File: src/sv/ssp_pkg.sv
// Shared types, constants and helper functions of the stride and stream prefetcher.
package ssp_pkg;

    localparam int IP_ENTRIES     = 64;
    localparam int REGION_ENTRIES = 8;
    localparam int ADDR_BITS      = 48;
    localparam int QUEUE_DEPTH    = 2;

    localparam int IP_IW   = $clog2(IP_ENTRIES);
    localparam int RG_IW   = $clog2(REGION_ENTRIES);
    localparam int SCAN_N  = (IP_ENTRIES > REGION_ENTRIES) ? IP_ENTRIES : REGION_ENTRIES;
    localparam int SCAN_W  = $clog2(SCAN_N);
    localparam int FLD_W   = 48;
    localparam int TAG_W   = 16;

    localparam logic [1:0]  KIND_NONE    = 2'd0;
    localparam logic [1:0]  KIND_STREAM  = 2'd1;
    localparam logic [1:0]  KIND_STRIDE  = 2'd2;
    localparam logic [1:0]  KIND_PATTERN = 2'd3;

    localparam logic        OP_LOAD = 1'b0;
    localparam logic        OP_TICK = 1'b1;

    localparam logic [4:0]  THR_RESET = 5'd12;
    localparam logic [4:0]  IDLE_MAX  = 5'h1F;
    localparam logic [2:0]  AGE_MAX   = 3'd7;
    localparam logic [2:0]  AGE_INS   = 3'd5;
    localparam logic [17:0] DSUM_MAX  = 18'h1FFFF;
    localparam logic [4:0]  PHIST_ALL = 5'h1F;
    localparam logic [4:0]  CNT_MAX   = 5'd16;

    typedef struct packed {
        logic                 tick;
        logic [ADDR_BITS-1:0] addr;
        logic [TAG_W-1:0]     itag;
        logic [TAG_W-1:0]     rtag;
        logic [3:0]           line;
    } t_job;

    typedef struct packed {
        logic [31:0]     last;
        logic [1:0]      conf;
        logic [1:0]      step;
        logic [23:0]     stride;
        logic [4:0][3:0] hist;
        logic [17:0]     dsum;
        logic [4:0]      phist;
        logic [2:0]      plast;
    } t_ipdat;

    function automatic logic [1:0] step_of(input logic [4:0] idle);
        return (idle < 5'd8) ? 2'd2 : ((idle < 5'd16) ? 2'd1 : 2'd0);
    endfunction

    function automatic logic [1:0] step_base(input logic [1:0] st);
        return (st >= 2'd2) ? 2'd3 : ((st == 2'd1) ? 2'd2 : 2'd1);
    endfunction

    function automatic logic [2:0] age_dec(input logic [2:0] age);
        return (age < 3'd2) ? 3'd0 : age - 3'd2;
    endfunction

endpackage

File: src/sv/ssp_if.sv
// Channel interfaces for access input, prefetch output and threshold configuration.
interface ssp_in_if;
    logic        valid;
    logic        ready;
    logic        op;
    logic [47:0] access_addr;
    logic [47:0] instr_ptr;
    modport source(output valid, op, access_addr, instr_ptr, input ready);
    modport sink(input valid, op, access_addr, instr_ptr, output ready);
endinterface


File: src/sv/ssp_front.sv
// Front end: accepts transactions and folds them into table lookup keys.
module ssp_front import ssp_pkg::*; (
    ssp_in_if.sink   i_in,
    input  logic     i_full,
    output logic     o_push,
    output t_job     o_job
);
    logic [ADDR_BITS-1:0] addr;

    assign addr        = ADDR_BITS'(i_in.access_addr);
    assign i_in.ready  = !i_full;
    assign o_push      = i_in.valid && !i_full;

    always_comb begin
        o_job.tick = (i_in.op == OP_TICK);
        o_job.addr = addr;
        o_job.itag = i_in.instr_ptr[17:2] ^ i_in.instr_ptr[33:18];
        o_job.rtag = addr[25:10];
        o_job.line = addr[9:6];
    end
endmodule

File: src/flat_wrapper.sv
// flat-port wrapper written by rule: the top's interface ports become plain ports
module ssp_front_flat import ssp_pkg::*;
  (i_full, o_push, o_job, i_in_valid, i_in_op, i_in_access_addr, i_in_instr_ptr, i_in_ready);
  ssp_in_if i_in_i ();
  input  logic i_full;
  output logic o_push;
  output t_job o_job;
  input wire logic [$bits(i_in_i.valid)-1:0] i_in_valid;
  input wire logic [$bits(i_in_i.op)-1:0] i_in_op;
  input wire logic [$bits(i_in_i.access_addr)-1:0] i_in_access_addr;
  input wire logic [$bits(i_in_i.instr_ptr)-1:0] i_in_instr_ptr;
  output wire logic [$bits(i_in_i.ready)-1:0] i_in_ready;
  assign i_in_i.valid = i_in_valid;
  assign i_in_i.op = i_in_op;
  assign i_in_i.access_addr = i_in_access_addr;
  assign i_in_i.instr_ptr = i_in_instr_ptr;
  assign i_in_ready = i_in_i.ready;
  ssp_front u_core (.i_in(i_in_i), .i_full(i_full), .o_push(o_push), .o_job(o_job));
endmodule
File: config.mk
export PLATFORM = sky130hd
export DESIGN_NAME = ssp_front_flat
export DESIGN_NICKNAME = d
export VERILOG_FILES = /design/src/sv/ssp_pkg.sv /design/src/sv/ssp_if.sv /design/src/sv/ssp_front.sv /design/src/flat_wrapper.sv
export SDC_FILE = /design/constraint.sdc
export NUM_CORES = 1
export LEC_CHECK = 0
export BUFFER_PORTS_ARGS = -buffer_cell sky130_fd_sc_hd__buf_2
export CAP_MARGIN = 25
export CORE_AREA = 3 3 72 74
export DETAILED_ROUTE_END_ITERATION = 10
export DIE_AREA = 0 0 75 77
export GPL_TIMING_DRIVEN = 0
export SYNTH_ARGS = -nofsm -noshare
export SYNTH_HDL_FRONTEND = slang
export SYNTH_SLANG_ARGS = --single-unit
File: constraint.sdc
create_clock -name vclk -period 0.8
set_clock_uncertainty 0.15 [all_clocks]
set_input_delay 0.16 -clock vclk [all_inputs]
set_output_delay 0.16 -clock vclk [all_outputs]
set_load 0.02 [all_outputs]
==> summary.txt, run 1 <==
Global routing
  – Gr ovfl total: 0
  – Met1 Resource Use GR: a little over 8%
  – Largest net degree at the start of global routing: 3
  – Initial antenna violation count: 0
  – Gr usage total: 8.36%
  – Number of global-route vias before repair: a little over 900
  – Busiest grt layer: met2
  – First-pass GRT wire length: approximately 3800 µm
  – Global-route track usage on met3: 0.262%
  – Met2 usage: about a fifth

Routing
  – Vias per cell: 3.47
  – DR vias: 909
  – DRC: 0
  – Overall routed net length: roughly 3000 µm
  – First-pass DRT Iterations: 1
  – Post-route ant nets: 0
  – Routed wire length per instance: roughly 11 µm
  – Initial detailed-routing violation count: 0

Yosys
  – Synth unique cells: 4
  – XOR/XNOR Fraction of Synth Area: between 20% and 30%
  – Post-synth top area share: a little under 80%
  – Syn Nets: approximately 190
  – Main combinational cell family by area after synthesis: buffers and inverters
  – Compound-Gate Fraction of Synth Area: 0%
  – Post-Synth Simple-Gate Area: less than 1%
  – Mux share of post-synthesis cell area: 0%
  – Part of the Yosys area used for sequential elements: 0%
  – Synth top cells by count: buf_4, xor2_1, inv_1, nor2b_1
  – Mean Syn Cell Area: 7.68 µm²
  – Post-Syn Instances: 87
  – Ys Warns: 0
  – Post-synth top area cell: buf_4
  – Cell Area, Synth: around 670 µm²
  – Synth Area in Adders: 0%
  – Leading post-synthesis cells by cell area: buf_4, xor2_1, nor2b_1
  – Most common cell in the netlist: buf_4

Clock tree
  – # hold bufs at CTS: 0
  – Post-CTS Setup Inserts: 0

Die
  – Die Ht: just under 80 µm
  – Core Footprint: between 0.004 and 0.005 mm²
  – Die area: between 0.005 and 0.006 mm²
  – DIE WIDTH: roughly 75 µm
  – I/O pin cnt: 186
  – Initial Utilization: about 14%
  – Site row count: 25

Placed design
  – Dpl hpwl: 2580 µm
  – GPL Wtd Cong: approximately 0.76
  – I/O Buffers: about 120
  – Placed standard-cell area: 0.00146 mm²
  – Dpl ws: -99.2 ps

Pwr
  – Clk network pwr share: 0%
  – Switching power total: about 0.59 mW
  – Internal power: just over 0.7 mW
  – Tot Pwr: between 1 and 1.5 mW
  – PD cells: 729 mW/mm²
  – Sequential Power Share: 0%
  – Leakage power: just over 1 nW
  – Peak supply drop: between 0.0002 and 0.00025 V
  – Comb power frac: 100.0%
  – Switching share of power: a little under half

STA
  – Slew headroom: between 80% and 90%
  – Worst-Margin Slew: 153 ps
  – Period minus WS final: 885 ps
  – Tcrit/Tclk final: 111%
  – Fmax achieved: between 1000 and 1500 MHz
  – Final worst slack: -85.4 ps
  – Final setup viols: 16
  – Final Hold Fails: 0
  – RSZ-0062 raised after global routing: true
  – Final Max Tran Viols: 0
  – Setup_tns: -901 ps

Final layout
  – Post-layout util: a little under two fifths
  – Area Growth Syn to Fin: 167%
  – FF+latch area: 0 µm²
  – Clk_buf instances: 0
  – Final Cell Area: 0.00178 mm²
  – N_diodes: 0
  – Ratio of cells with drive above 1 in the final layout: 99.5%
  – FF+latch count: 0
  – Nets: 309

Worst setup path
  – Worst setup SP type: input pin
  – Critical path fanouts, max: 1
  – Crit Path Category: input pin to output pin
  – Critical Path End Type: output pin
  – CP arrival: 580 ps
  – Worst EP required: ~500 ps

Job
  – # Max-Cap Violations: 0

Run status
  – Failing checks: setup timing
  – Outcome: finished with violations

Hold path
  – Min-delay worst type: input pin to output pin
placed cells by master (no fill, tap or decap), drive strengths merged:
cell,synthesis,routed
buf,69,190
inv,1,1
nor2b,1,1
xor2,16,16
worst max-delay path: stages:
cell and delay (ps):
buf_8 100, xor2_2 180, buf_6 140
what timing repair did:
item                                    CTS  global route
hold endpoints to repair                  0             0
gates resized for setup                  46            26
endpoints found under the setup margin   17            17
pin swaps                                10            11
power by group through the flow:
stage | Clock (mW) | Combinational, mW | Sequential (mW)
floorplan | 0 | 0.704 | 0
global placement | 0 | 1.07 | 0
detailed placement | 0 | 1.08 | 0
CTS | 0 | 1.23 | 0
global route | 0 | 1.37 | 0
finish | 0 | 1.30 | 0
per-layer routing:
metal | vias up | share of wire [%]
met1 | 391 | 29
met2 | 101 | 56
met5 | - | 0
li1 | 417 | -
met3 | 0 | 15
met4 | 0 | 0
kinds of logic after synthesis:
family	count (synthesis)
simple gates	1
buf+inv	70
xor+xnor	16
path summary, 6_finish.rpt:
check             slack [ps]                 start         to  depth (start not counted)
setup / recovery         -90    i_in_instr_ptr[11]  o_job[29]                          3
hold / removal           390  i_in_access_addr[25]  o_job[19]                          2
layout make-up:
class	instances	area, µm²
Timing Repair Buffer	121	920
Tap cell	54	67.6
Fill cell	472	2880
Buffer	69	518
Inverter	1	3.75
Multi-Input combinational cell	17	274
per-stage QoR:
step / instances / hold WS (ps)
global placement: 262 / 388
detailed placement: 262 / 388
CTS: 262 / 388
finish: 262 / 387
global route: 262 / 391
floorplan: 87 / 247
Note: power is estimated with default switching activity, not from simulation.
==> inputs of run 2 (changes only) <==
- TNS_END_PERCENT: not set -> 50
==> summary.txt, run 2 (synthesis results as in run 1) <==
Run status
  – Outcome: finished with violations
  – Failing checks: setup timing

STA
  – Worst-Margin Slew: 150 ps (-3.11 ps)
  – Setup_tns: -976 ps (-75.0 ps)
  – Tcrit/Tclk final: 110% (-0.88 points)
  – Final setup viols: 17 (+1)
  – Hold_ws: 387 ps (+0.154 ps)
  – Fmax achieved: 1140 MHz (+0.80%)
  – Final Max Tran Viols: 0 (unchanged)
  – Final worst slack: -78.3 ps (+7.05 ps)
  – RSZ-0062 raised after global routing: true
  – Slew headroom: 90.0% (+0.21 points)
  – Period minus WS final: 878 ps (-7.05 ps)
  – Final Hold Fails: 0 (unchanged)

Pwr
  – Leakage power: 0.973 nW (-4.3%)
  – Clk network pwr share: 0% (unchanged)
  – Peak supply drop: 0.000225 V (-5.2%)
  – PD cells: 742 mW/mm² (+1.8%)
  – Tot Pwr: 1.22 mW (-6.4%)
  – Comb power frac: 100.0% (about the same)
  – Internal power: 0.644 mW (-9.1%)
  – Sequential Power Share: 0% (unchanged)
  – Switching share of power: 47.1% (+1.6 points)
  – Switching power total: 0.574 mW (-3.1%)

Hold path
  – Min-delay worst type: input pin to output pin
  – Hold-critical path depth: 2 (unchanged)
  – Hold worst-path end: o_job[56]
  – HP Start: i_in_access_addr[20]

Placed design
  – GPL Wtd Cong: 0.644 (-15%)
  – Placed standard-cell area: 0.00140 mm² (-4.1%)
  – I/O Buffers: 121 (unchanged)
  – Dpl hpwl: 2500 µm (-3.1%)

Routing
  – Vias per cell: 3.45 (-0.66%)
  – Initial detailed-routing violation count: 2 (+2)
  – First-pass DRT Iterations: 2 (+1)
  – DR vias: 903 (-0.66%)
  – Routed wire length per instance: 10.8 µm (-4.0%)
  – Overall routed net length: 2840 µm (-4.0%)
  – Post-route ant nets: 0 (unchanged)
  – DRC: 0 (unchanged)

Final layout
  – Commonest non-fill, non-tap cell in the layout: buf_2
  – Area used by multi-input combinational logic: 221 µm² (-19%)
  – N_diodes: 0 (unchanged)
  – Clk_buf instances: 0 (unchanged)
  – Post-layout util: 35.2% (-3.1 points)
  – FF+latch count: 0 (unchanged)
  – Ratio of cells with drive above 1 in the final layout: 96.2% (-3.4 points)
  – FF+latch area: 0 µm² (unchanged)
  – Nets: 309 (unchanged)
  – Area Growth Syn to Fin: 146%
  – Fill count: 473 (+0.21%)
  – Final Cell Area: 0.00164 mm² (-8.0%)
  – Most frequent cells in the layout: buf_2, buf_4, buf_6

Worst setup path
  – Slowest CP cell: xor2_2
  – Worst setup SP type: input pin
  – Critical path fanouts, max: 1 (unchanged)
  – CP arrival: 570 ps (about the same)
  – Critical Path Max Stage Delay: 170 ps (about the same)
  – Critical Path End Type: output pin
  – Crit Path Category: input pin to output pin
  – Crit path cell chain: buf_6 > xor2_2 > buf_6
  – Worst path most repeated cell: buf_6
  – Worst EP required: 490 ps (about the same)

Global routing
  – Largest net degree at the start of global routing: 3 (unchanged)
  – Number of global-route vias before repair: 823 (-10%)
  – Gr ovfl total: 0 (unchanged)
  – Gr usage total: 7.22% (-1.1 points)
  – Initial antenna violation count: 0 (unchanged)
  – First-pass GRT wire length: 3410 µm (-11%)

Clock tree
  – Post-CTS Setup Inserts: 0 (unchanged)

Job
  – # Max-Cap Violations: 0 (unchanged)

Die
  – Die area: 0.00578 mm² (unchanged)
  – Core Footprint: 0.00466 mm² (unchanged)
  – DIE WIDTH: 75 µm (unchanged)
  – Initial Utilization: 14.3% (unchanged)
  – Die Ht: 77 µm (unchanged)
  – I/O pin cnt: 186 (unchanged)
  – Site row count: 25 (unchanged)
## run 2: changes by cell type in the layout (fill, tap and decap cells not counted)
| cell | change |
|---|---|
| buf_6 | -14 |
| buf_2 | +9 |
| buf_4 | +7 |
| xor2_1 | +6 |
| xor2_2 | -6 |
| buf_8 | -2 |
| nor2b_1 | +1 |
| nor2b_4 | -1 |
## run 2: critical path, delay by kind of cell
family    cells  cell delay (ps)
xor+xnor      1              170
buf+inv       2              240
## run 2: worst max path at each step
stage	startpoint	endpoint	slack, ps	cells past startpoint
finish	i_in_instr_ptr[24]	o_job[26]	-80	3
global placement	i_in_instr_ptr[24]	o_job[26]	-130	3
floorplan	i_in_instr_ptr[26]	o_job[28]	-20	1
detailed placement	i_in_instr_ptr[24]	o_job[26]	-130	3
CTS	i_in_instr_ptr[8]	o_job[26]	-90	3
global route	i_in_instr_ptr[10]	o_job[28]	-100	3
## run 2: area by class of cell
cell class / instances / area share [%]
plain buffers: 69 / 31.6
inverters: 1 / 0.229
multi-input cells: 17 / 13.5
well taps: 54 / 4.12
repair buffers: 121 / 50.6
## run 2: routing by layer
layer	wire length [µm]	part of all wire, %	global-route usage [%]	up-vias
met3	466	16	1.31	0
met2	1630	57	16.6	96
met1	746	26	6.11	384
met5	0	0	0	-
met4	0	0	0	0
li1	-	-	-	423
## run 2: metrics by stage
step	worst slack, ps	cells
2_1_floorplan	-24.1	87
3_3_place_gp	-128	262
3_5_place_dp	-129	262
5_1_grt	-102	262
4_1_cts	-90.8	262
6_report	-78.3	262
## run 2: power groups by stage
stage / combinational (mW) / sequential (mW) / clock, mW
global placement: 1.05 / 0 / 0
CTS: 1.17 / 0 / 0
global route: 1.29 / 0 / 0
floorplan: 0.690 / 0 / 0
finish: 1.22 / 0 / 0
detailed placement: 1.05 / 0 / 0
## run 2: repair_timing
action,in CTS,in global routing
hold buffers,0,0
setup endpoints to repair,17,17
gates resized for setup,36,16
pin swaps,11,5
