$ cat src/sv/ssp_pkg.sv
// Shared types, constants and helper functions of the stride and stream prefetcher.
package ssp_pkg;

    localparam int IP_ENTRIES     = 64;
    localparam int REGION_ENTRIES = 8;
    localparam int ADDR_BITS      = 48;
    localparam int QUEUE_DEPTH    = 2;

    localparam int IP_IW   = $clog2(IP_ENTRIES);
    localparam int RG_IW   = $clog2(REGION_ENTRIES);
    localparam int SCAN_N  = (IP_ENTRIES > REGION_ENTRIES) ? IP_ENTRIES : REGION_ENTRIES;
    localparam int SCAN_W  = $clog2(SCAN_N);
    localparam int FLD_W   = 48;
    localparam int TAG_W   = 16;

    localparam logic [1:0]  KIND_NONE    = 2'd0;
    localparam logic [1:0]  KIND_STREAM  = 2'd1;
    localparam logic [1:0]  KIND_STRIDE  = 2'd2;
    localparam logic [1:0]  KIND_PATTERN = 2'd3;

    localparam logic        OP_LOAD = 1'b0;
    localparam logic        OP_TICK = 1'b1;

    localparam logic [4:0]  THR_RESET = 5'd12;
    localparam logic [4:0]  IDLE_MAX  = 5'h1F;
    localparam logic [2:0]  AGE_MAX   = 3'd7;
    localparam logic [2:0]  AGE_INS   = 3'd5;
    localparam logic [17:0] DSUM_MAX  = 18'h1FFFF;
    localparam logic [4:0]  PHIST_ALL = 5'h1F;
    localparam logic [4:0]  CNT_MAX   = 5'd16;

    typedef struct packed {
        logic                 tick;
        logic [ADDR_BITS-1:0] addr;
        logic [TAG_W-1:0]     itag;
        logic [TAG_W-1:0]     rtag;
        logic [3:0]           line;
    } t_job;

    typedef struct packed {
        logic [31:0]     last;
        logic [1:0]      conf;
        logic [1:0]      step;
        logic [23:0]     stride;
        logic [4:0][3:0] hist;
        logic [17:0]     dsum;
        logic [4:0]      phist;
        logic [2:0]      plast;
    } t_ipdat;

    function automatic logic [1:0] step_of(input logic [4:0] idle);
        return (idle < 5'd8) ? 2'd2 : ((idle < 5'd16) ? 2'd1 : 2'd0);
    endfunction

    function automatic logic [1:0] step_base(input logic [1:0] st);
        return (st >= 2'd2) ? 2'd3 : ((st == 2'd1) ? 2'd2 : 2'd1);
    endfunction

    function automatic logic [2:0] age_dec(input logic [2:0] age);
        return (age < 3'd2) ? 3'd0 : age - 3'd2;
    endfunction

endpackage

$ cat src/sv/ssp_queue.sv
// Short queue that decouples the front end from the table engine.
module ssp_queue import ssp_pkg::*; (
    input  logic i_clk,
    input  logic i_rst_n,
    input  logic i_push,
    input  t_job i_job,
    output logic o_full,
    input  logic i_pop,
    output logic o_valid,
    output t_job o_job
);
    localparam int PW = (QUEUE_DEPTH > 1) ? $clog2(QUEUE_DEPTH) : 1;
    localparam int CW = $clog2(QUEUE_DEPTH + 1);

    t_job          r_mem [QUEUE_DEPTH];
    logic [PW-1:0] r_wp, r_rp;
    logic [CW-1:0] r_cnt;

    assign o_full  = (r_cnt == CW'(QUEUE_DEPTH));
    assign o_valid = (r_cnt != '0);
    assign o_job   = r_mem[r_rp];

    always_ff @(posedge i_clk) begin
        if (!i_rst_n) begin
            r_wp  <= '0;
            r_rp  <= '0;
            r_cnt <= '0;
        end else begin
            if (i_push) begin
                r_wp <= (r_wp == PW'(QUEUE_DEPTH - 1)) ? '0 : r_wp + 1'b1;
            end
            if (i_pop) begin
                r_rp <= (r_rp == PW'(QUEUE_DEPTH - 1)) ? '0 : r_rp + 1'b1;
            end
            if (i_push && !i_pop) begin
                r_cnt <= r_cnt + 1'b1;
            end else if (!i_push && i_pop) begin
                r_cnt <= r_cnt - 1'b1;
            end
        end
    end

    always_ff @(posedge i_clk) begin
        if (i_push) begin
            r_mem[r_wp] <= i_job;
        end
    end
endmodule

$ cat config.mk
export PLATFORM = sky130hd
export DESIGN_NAME = ssp_queue
export DESIGN_NICKNAME = d
export VERILOG_FILES = /design/src/sv/ssp_pkg.sv /design/src/sv/ssp_queue.sv
export SDC_FILE = /design/constraint.sdc
export NUM_CORES = 1
export LEC_CHECK = 0
export ABC_AREA = 1
export BUFFER_PORTS_ARGS = -buffer_cell sky130_fd_sc_hd__buf_2
export CORE_MARGIN = 3
export CORE_UTILIZATION = 54
export CTS_BUF_LIST = sky130_fd_sc_hd__clkbuf_4 sky130_fd_sc_hd__clkbuf_8
export DETAILED_ROUTE_END_ITERATION = 16
export PLACE_DENSITY = 0.78
export SYNTH_ARGS = -nofsm -noshare
export SYNTH_HDL_FRONTEND = slang
export SYNTH_SLANG_ARGS = --single-unit
$ cat constraint.sdc
create_clock -name i_clk -period 6.4 [get_ports i_clk]
set_input_delay 0.64 -clock i_clk [delete_from_list [all_inputs] [get_ports i_clk]]
set_output_delay 0.64 -clock i_clk [all_outputs]
set_load 0.02 [all_outputs]
==> flow_summary_export.csv, run 1 <==
group,metric,value,unit
timing,slew_viol_final,0,
flow_run,drv_cap,0,
worst_hold_path,min_path_cells,1,
cts,cts_root_buf,"clkbuf_8",
detailed_routing,vias,3223,
logic_synthesis,yosysTopAreaCell,"edfxtp_1",
global_routing,antenna_found_initial,0,
place,gp_congestion,0.729,
detailed_routing,drt_pass1_iterations,4,
layout,layout-drive-gt1-share,48.4,%
logic_synthesis,synth_edf_count,170,
logic_synthesis,ys.flop_type,"edfxtp_1",
place,placed_cell_area,7370,um2
critical_path,startpoint_type,"flop",
global_routing,overflow,0,
critical_path,critPathTopFamily,"flip-flops",
critical_path,cp_cell_sequence,"mux2_2 > buf_2",
cts,cts_buffer_depth,2,
power_and_ir_drop,peakVddDrop,191,uV
cts,clkTransAtPathRegs,0.08,ns
logic_synthesis,synth.distinct_cells,15,
critical_path,cp_max_fo,85,
detailed_routing,first_iter_violations,176,
detailed_routing,wl_per_cell,16.8,um
logic_synthesis,synth_common_cells,"edfxtp_1 (170), mux2_1 (50), mux2_2 (35)",
layout,fin_nets,576,
cts,numCtsBuffers,17,
logic_synthesis,ys_warn_count,0,
critical_path,cp.depth,2,
logic_synthesis,synth_cells,299,
critical_path,reg2reg_from,"r_wp$_SDFFE_PN0P_",
logic_synthesis,synth_area_leaders,"edfxtp_1 (80%), mux2_1 (8.8%), mux2_2 (6.2%), dfxtp_1 (1.6%), buf_6 (0.88%)",
critical_path,cpPeakStageDelay,1.08,ns
place,io_buffers,175,
cts,cts_setup_buffers,0,
timing,worstMarginPinSlew,1.17,ns
timing,holdWs,0.384,ns
logic_synthesis,ys_ff_latch,175,
cts,clock_sinks,175,
logic_synthesis,syn_area_per_cell,21.3,um2
power_and_ir_drop,power_density,296,nW/um2
global_routing,first_global_vias,3211,
global_routing,grt_max_degree,86,
die,start_util,55.5,%
critical_path,reg2reg_depth,2,
timing,fmax,0.351,GHz
die,coreArea,11500,um2
critical_path,crit_slowest_cell,"dfxtp_4",
worst_hold_path,min_from,"i_job[80]",
timing,fin_crit_sh,44.5,%
logic_synthesis,yosysSeqAreaShare,81.7,%
timing,fin_crit,2.85,ns
timing,setup_viol,0,
critical_path,worstPathRequired,5.76,ns
logic_synthesis,synth_fp_nets,389,
logic_synthesis,syn-cell-area,6370,um2
die,ioPinCount,176,
detailed_routing,vias_per_cell,5.03,
logic_synthesis,ys_async_sr_fraction,0,%
detailed_routing,ant_nets,0,
layout,fin_cells,641,
timing,skew,0.00774,ns
cts,cts_max_level,4,
cts,cts_tree,"done",
timing,slew_headroom,22.1,%
logic_synthesis,synth.most_common_cell,"edfxtp_1",
critical_path,cp-end-kind,"output pin",
detailed_routing,drc,0,
die,rows,39,
cts,clk_latency,0.44,ns
die,die_area,13100,um2
timing,finalHoldViolCount,0,
cts,postCtsHoldBufs,0,
die,die_w,115,um
die,die_h,115,um
layout,stdcell_area,7730,um2
critical_path,cp.arrival,2.21,ns
global_routing,grt_pass1_wl,16000,um
detailed_routing,wl,10800,um
timing,fin_tns_setup,0,ns
layout,num_antenna_cells,0,
layout,area_growth,21.4,%
logic_synthesis,synth_top_area_share,80.2,%
critical_path,path_buf_inv,1,
place,placed_cells,610,
place,hpwl,7100,um
timing,rsz0062_at_grt,"false",
status,status,"finished clean",
power_and_ir_drop,leakage,2.95,nW
cts,post_cts_resized,0,
global_routing,gr-usage-all-layers,16.5,%
critical_path,critical_path_class,"reg2out",
worst_hold_path,hold_path_class,"in2reg",
==> cell type report <==
type	instances	area (um2)
Inverter	8	31.3
Clock buffer	21	264
Multi-Input combinational cell	107	1060
Fill cell	763	3730
Sequential cell	175	5210
Timing Repair Buffer	177	891
Clock inverter	10	96.3
Tap cell	143	179
==> sequential cells by signal (all words and copies together) (netlist names), named ones only <==
signal / flops
r_wp: 1
r_cnt: 2
r_rp: 1
r_mem: 170
==> worst register-to-register path, delay by kind of cell, from the launching register on <==
| family | cells | cell delay [ns] |
|---|---|---|
| buf+inv | 1 | 0.68 |
| flops | 1 | 0.35 |
| simple gates | 1 | 0.90 |
==> layer usage <==
layer  GRT usage, %  vias up  part of all wire (%)
li1               -     1534                     -
met1           20.5     1547                    42
met2           25.6      126                    47
met3           6.66       16                   9.2
met4           7.21        0                   1.8
met5              0        -                     0
==> per-stage QoR <==
step                util, %  setup slack (ns)  power, mW
global placement       64.3              3.60       1.61
CTS                    67.4              3.51       2.31
floorplan                 -              1.63       1.53
detailed placement     64.3              3.60       1.62
finish                 67.4              3.55       2.29
global route           67.4              3.41       2.39
==> placed cells by master, fill, tap and decap left out <==
cell        synthesis  layout
clkbuf_8            0      17
nor2_1              8       7
dfxtp_1             5       4
mux2_1             50      50
mux2_2             35      35
nor2_4              0       1
ha_1                1       1
clkbuf_4            0       4
nand4_1             1       1
inv_1               8       7
dfxtp_4             0       1
buf_2               3     175
a21oi_1             1       1
bufinv_16           0       2
nand2_1             9       9
clkinv_2            0       3
o21ai_0             1       1
clkinv_1            0       5
buf_4               1       2
clkinvlp_4          0       1
nand3_1             1       1
edfxtp_1          170     170
==> where the power goes <==
group	leakage (nW)	internal [mW]	switching, mW
Sequential	1.64	1.32	0.0283
Combinational	1.12	0.0957	0.145
Clock	0.185	0.353	0.339
Total	2.95	1.77	0.512
==> final timing paths <==
| kind | endpoint | slack [ns] |
|---|---|---|
| max | o_job[64] | 3.55 |
| min | r_mem[0][80]$_DFFE_PP_ | 0.38 |
| max reg2reg | r_mem[0][76]$_DFFE_PP_ | 4.08 |
| min reg2reg | r_rp$_SDFFE_PN0P_ | 0.52 |
==> cell families (layout without fill, tap and decap cells) <==
logic type / count (synthesis) / in the layout / synth area share (%)
mux: 85 / 85 / 15.0
simple gates: 19 / 19 / 1.18
fa+ha+maj: 1 / 1 / 0.196
compound gates: 2 / 2 / 0.157
buf+inv: 17 / 216 / 1.71
flops: 175 / 175 / 81.7
(Power assumes the default switching activity.)
==> run 2, diff against run 1 <==
==> constraint.sdc (replaced) <==
create_clock -name i_clk -period 2.96 [get_ports i_clk]
set_input_delay 0.296 -clock i_clk [delete_from_list [all_inputs] [get_ports i_clk]]
set_output_delay 0.296 -clock i_clk [all_outputs]
set_load 0.02 [all_outputs]
==> flow_summary_export.csv, run 2 (same netlist as run 1, synthesis figures left out) <==
group,metric,value,unit
status,status,"finished clean",
detailed_routing,ant_nets,0,
critical_path,cp.arrival,2.06,ns
place,placed_cells,612,
timing,slew_viol_final,0,
cts,post_cts_resized,0,
timing,fin_crit_sh,79.8,%
timing,fmax,0.424,GHz
critical_path,critPathTopFamily,"flip-flops",
layout,fin_nets,578,
timing,rsz0062_at_grt,"false",
detailed_routing,drt_pass1_iterations,4,
global_routing,overflow,0,
timing,finalHoldViolCount,0,
critical_path,cp_cell_sequence,"buf_12 > mux2_1 > buf_2",
die,coreArea,11500,um2
critical_path,cp_max_fo,46,
global_routing,grt_max_degree,59,
critical_path,worstPathRequired,2.66,ns
critical_path,path_buf_inv,2,
detailed_routing,wl,11100,um
timing,holdWs,0.0355,ns
layout,num_antenna_cells,0,
timing,fin_crit,2.36,ns
layout,mostFrequentLayoutCells,"buf_2 (175), edfxtp_1 (170), mux2_1 (50), mux2_2 (35), clkbuf_8 (17)",
detailed_routing,vias,3298,
power_and_ir_drop,power_density,655,nW/um2
timing,fin_tns_setup,0,ns
die,die_w,115,um
timing,setup_viol,0,
timing,layout_setup_ws,0.599,ns
timing,worstMarginPinSlew,0.759,ns
power_and_ir_drop,leakage,2.98,nW
layout,area_growth,22.9,%
layout,reg_top3,"r_mem: 170 flops, r_cnt: 2 flops",
cts,clock_sinks,175,
place,gp_congestion,0.755,
worst_hold_path,hold_path_class,"in2reg",
detailed_routing,vias_per_cell,5.12,
die,rows,39,
cts,cts_setup_buffers,0,
layout,mostFrequentLayoutCell,"buf_2",
die,start_util,55.5,%
critical_path,cp-end-kind,"output pin",
critical_path,crit_slowest_cell,"dfxtp_4",
timing,slew_headroom,49.4,%
global_routing,first_global_vias,3413,
flow_run,drv_cap,0,
global_routing,antenna_found_initial,0,
place,place_ws,1.05,ns
cts,cts_max_level,4,
detailed_routing,wl_per_cell,17.2,um
die,die_area,13100,um2
cts,clkTransAtPathRegs,0.08,ns
timing,skew,0.00499,ns
cts,numCtsBuffers,17,
place,io_buffers,175,
detailed_routing,drc,0,
detailed_routing,first_iter_violations,191,
cts,cts_root_buf,"clkbuf_8",
layout,layout-drive-gt1-share,48.7,%
critical_path,critical_path_class,"reg2out",
cts,cts_buffer_depth,2,
critical_path,cpPeakStageDelay,0.70,ns
global_routing,grt_pass1_wl,16500,um
die,die_h,115,um
cts,postCtsHoldBufs,0,
layout,fin_cells,644,
place,hpwl,7370,um
power_and_ir_drop,peakVddDrop,414,uV
layout,largest_register_ffs,170,
critical_path,startpoint_type,"flop",
cts,cts_tree,"done",
die,ioPinCount,176,
layout,top_register,"r_mem",
global_routing,gr-usage-all-layers,17.0,%
cts,clk_latency,0.44,ns
[run 2: changes by cell type in the layout (fill, tap and decap cells not counted)]
cell,before,now
clkinvlp_4,1,2
bufinv_16,2,4
clkbuf_4,4,1
buf_12,0,2
clkinv_4,0,1
[run 2: final cells by class]
class | instances | area (um2)
clock inverter | 14 | 173
tap | 143 | 179
sequential | 175 | 5210
inverter | 8 | 31.3
clock buffer | 18 | 241
timing repair buffer | 179 | 931
fill | 769 | 3640
multi-input combinational | 107 | 1060
[run 2: per-layer routing]
| metal | wire (um) | share of wire, % | GRT usage (%) |
|---|---|---|---|
| met3 | 917 | 8.3 | 6.03 |
| met5 | 0 | 0 | 0 |
| met1 | 4400 | 40 | 19.5 |
| met4 | 165 | 1.5 | 7.52 |
| met2 | 5610 | 51 | 28.8 |
[run 2: worst paths after layout]
kind / start / slack (ns) / cells past startpoint / to
max: flop / 0.60 / 3 / o_job[37]
min: i_job[77] / 0.04 / 1 / r_mem[1][77]$_DFFE_PP_
max reg2reg: r_wp$_SDFFE_PN0P_ / 1.29 / 3 / r_mem[1][17]$_DFFE_PP_
min reg2reg: r_rp$_SDFFE_PN0P_ / 0.52 / 2 / flop
[run 2: per-stage QoR]
stage | util (%) | power (mW) | cell area (um2)
detailed placement | 64.6 | 3.52 | 7410
global route | 68.2 | 5.33 | 7830
global placement | 64.6 | 3.50 | 7410
finish | 68.2 | 5.13 | 7830
CTS | 68.2 | 5.18 | 7830
floorplan | - | 3.29 | 6380
[run 2: power by group]
part	total, mW	leakage [nW]	internal (mW)	switching, mW
Combinational	0.545	1.14	0.213	0.333
Sequential	2.91	1.64	2.86	0.0455
Clock	1.67	0.203	0.911	0.762
==> run 3, diff against run 2 <==
--- a/config.mk
+++ b/config.mk
@@ -8,10 +8,10 @@
 export ABC_AREA = 1
 export BUFFER_PORTS_ARGS = -buffer_cell sky130_fd_sc_hd__buf_2
 export CORE_MARGIN = 3
-export CORE_UTILIZATION = 54
+export CORE_UTILIZATION = 49
 export CTS_BUF_LIST = sky130_fd_sc_hd__clkbuf_4 sky130_fd_sc_hd__clkbuf_8
 export DETAILED_ROUTE_END_ITERATION = 16
-export PLACE_DENSITY = 0.78
+export PLACE_DENSITY = 0.75
 export SYNTH_ARGS = -nofsm -noshare
 export SYNTH_HDL_FRONTEND = slang
 export SYNTH_SLANG_ARGS = --single-unit
==> constraint.sdc (replaced) <==
create_clock -name i_clk -period 2.1 [get_ports i_clk]
set_input_delay 0.21 -clock i_clk [delete_from_list [all_inputs] [get_ports i_clk]]
set_output_delay 0.21 -clock i_clk [all_outputs]
set_load 0.02 [all_outputs]
==> flow_summary_export.csv, run 3 (same netlist as run 1, synthesis figures left out) <==
group,metric,value,unit
critical_path,cp-end-kind,"output pin",
die,rows,41,
cts,clock_sinks,175,
power_and_ir_drop,power.total,6.92,mW
cts,clkTransAtPathRegs,0.07,ns
timing,finalHoldViolCount,0,
timing,slew_viol_final,0,
layout,top_register,"r_mem",
flow_run,drv_cap,0,
timing,worstMarginPinSlew,0.362,ns
timing,fin_crit,1.93,ns
timing,slew_headroom,75.9,%
global_routing,gr-usage-all-layers,18.7,%
layout,area_growth,36.5,%
place,io_buffers,175,
cts,cts_root_buf,"clkbuf_8",
detailed_routing,wl_per_cell,16.8,um
global_routing,grt_pass1_wl,20200,um
place,hpwl,7410,um
detailed_routing,first_iter_violations,168,
detailed_routing,vias,3647,
timing,holdWs,0.0561,ns
critical_path,cp.arrival,1.72,ns
timing,fmax,0.519,GHz
power_and_ir_drop,combPwrFrac,13.6,%
worst_hold_path,hold_path_class,"in2reg",
die,die_h,120,um
critical_path,worstPathRequired,1.89,ns
cts,clk_latency,0.44,ns
detailed_routing,ant_nets,0,
cts,cts_tree,"done",
timing,fin_tns_setup,0,ns
critical_path,path_buf_inv,2,
layout,mostFrequentLayoutCells,"buf_2 (175), edfxtp_1 (170), dlygate4sd3_1 (86), mux2_1 (50), mux2_2 (35)",
power_and_ir_drop,power_density,796,nW/um2
critical_path,startpoint_type,"flop",
power_and_ir_drop,power_frac_clock,27.2,%
place,gp_congestion,0.728,
detailed_routing,vias_per_cell,4.79,
layout,num_antenna_cells,0,
global_routing,first_global_vias,4029,
power_and_ir_drop,leakage,3.32,nW
layout,mostFrequentLayoutCell,"buf_2",
detailed_routing,drc,0,
timing,fin_crit_sh,91.8,%
layout,fin_nets,668,
global_routing,overflow,0,
timing,setup_viol,0,
die,die_w,120,um
cts,cts_buffer_depth,2,
cts,cts_max_level,4,
layout,reg_top3,"r_mem: 170 flops, r_cnt: 2 flops",
die,coreArea,12700,um2
layout,layout-drive-gt1-share,41.9,%
timing,rsz0062_at_grt,"false",
power_and_ir_drop,sw_frac_of_total,23.5,%
cts,numCtsBuffers,17,
die,start_util,50.3,%
critical_path,critPathTopFamily,"flip-flops",
power_and_ir_drop,peakVddDrop,605,uV
power_and_ir_drop,pwr-share-seq,59.1,%
critical_path,cp_cell_sequence,"buf_12 > mux2_2 > buf_2",
layout,largest_register_ffs,170,
global_routing,antenna_found_initial,0,
critical_path,crit_slowest_cell,"dfxtp_4",
power_and_ir_drop,internal_power,5.29,mW
power_and_ir_drop,power.switching,1.63,mW
critical_path,cpPeakStageDelay,0.52,ns
critical_path,critical_path_class,"reg2out",
status,status,"finished clean",
critical_path,cp_max_fo,23,
detailed_routing,wl,12800,um
global_routing,grt_max_degree,63,
critical_path,ff2ff_setup_slack,0.78,ns
timing,skew,0.00909,ns
die,ioPinCount,176,
die,die_area,14400,um2
detailed_routing,drt_pass1_iterations,4,
[run 3: changes by cell type in the layout (fill, tap and decap cells not counted)]
cell           delta
clkinvlp_4        +2
buf_12            +3
buf_6             +1
clkinv_1          -1
clkinv_2          -1
bufinv_16         -4
clkbuf_4          +3
clkinv_4          -1
dlygate4sd3_1    +86
[run 3: layer usage]
| layer | up-vias | track usage [%] | part of all wire [%] |
|---|---|---|---|
| li1 | 1719 | - | - |
| met1 | 1757 | 20.6 | 38 |
| met2 | 149 | 33.2 | 53 |
| met3 | 22 | 6.08 | 7.3 |
| met4 | 0 | 7.66 | 2.0 |
| met5 | - | 0 | 0 |
[run 3: path summary, 6_finish.rpt]
path	end	depth (start not counted)	start
setup / recovery	o_job[10]	3	flop
hold / removal	flop	3	i_pop
setup reg to reg	r_mem[1][0]$_DFFE_PP_	3	r_wp$_SDFFE_PN0P_
hold reg to reg	flop	2	r_rp$_SDFFE_PN0P_
[run 3: layout make-up]
| cell class | instances | area (um2) |
|---|---|---|
| Multi-Input combinational cell | 107 | 1060 |
| Inverter | 8 | 33.8 |
| Clock inverter | 9 | 47.5 |
| Tap cell | 172 | 215 |
| Sequential cell | 175 | 5210 |
| Fill cell | 854 | 3980 |
| Clock buffer | 21 | 264 |
| Timing Repair Buffer | 269 | 1860 |
[run 3: repair_timing]
item / CTS / global route
setup buffers: 1 / 0
hold endpoints to repair: 172 / 0
setup endpoints to repair: 1 / 0
hold buffers: 86 / 0
gates resized for setup: 0 / 0
[run 3: metrics by stage]
step	worst slack (ns)	cells	util [%]	area (um2)
finish	0.172	761	68.6	8690
global route	0.0572	761	68.6	8690
detailed placement	0.508	644	59.3	7510
global placement	0.526	644	59.3	7510
CTS	0.112	761	68.6	8690
floorplan	0.0240	299	-	6380
[run 3: power by group through the flow]
stage	registers [mW]	clock network (mW)	logic [mW]
detailed placement	4.17	0	0.803
global route	4.10	2.09	1.02
CTS	4.09	1.95	0.944
finish	4.09	1.88	0.944
floorplan	4.15	0	0.496
global placement	4.16	0	0.787
[run 3: tightest hold or removal path: cells and delay by family]
kind                   cells  cell delay [ns]
buffers and inverters      1             0.10
and+or+nand+nor            2             0.14
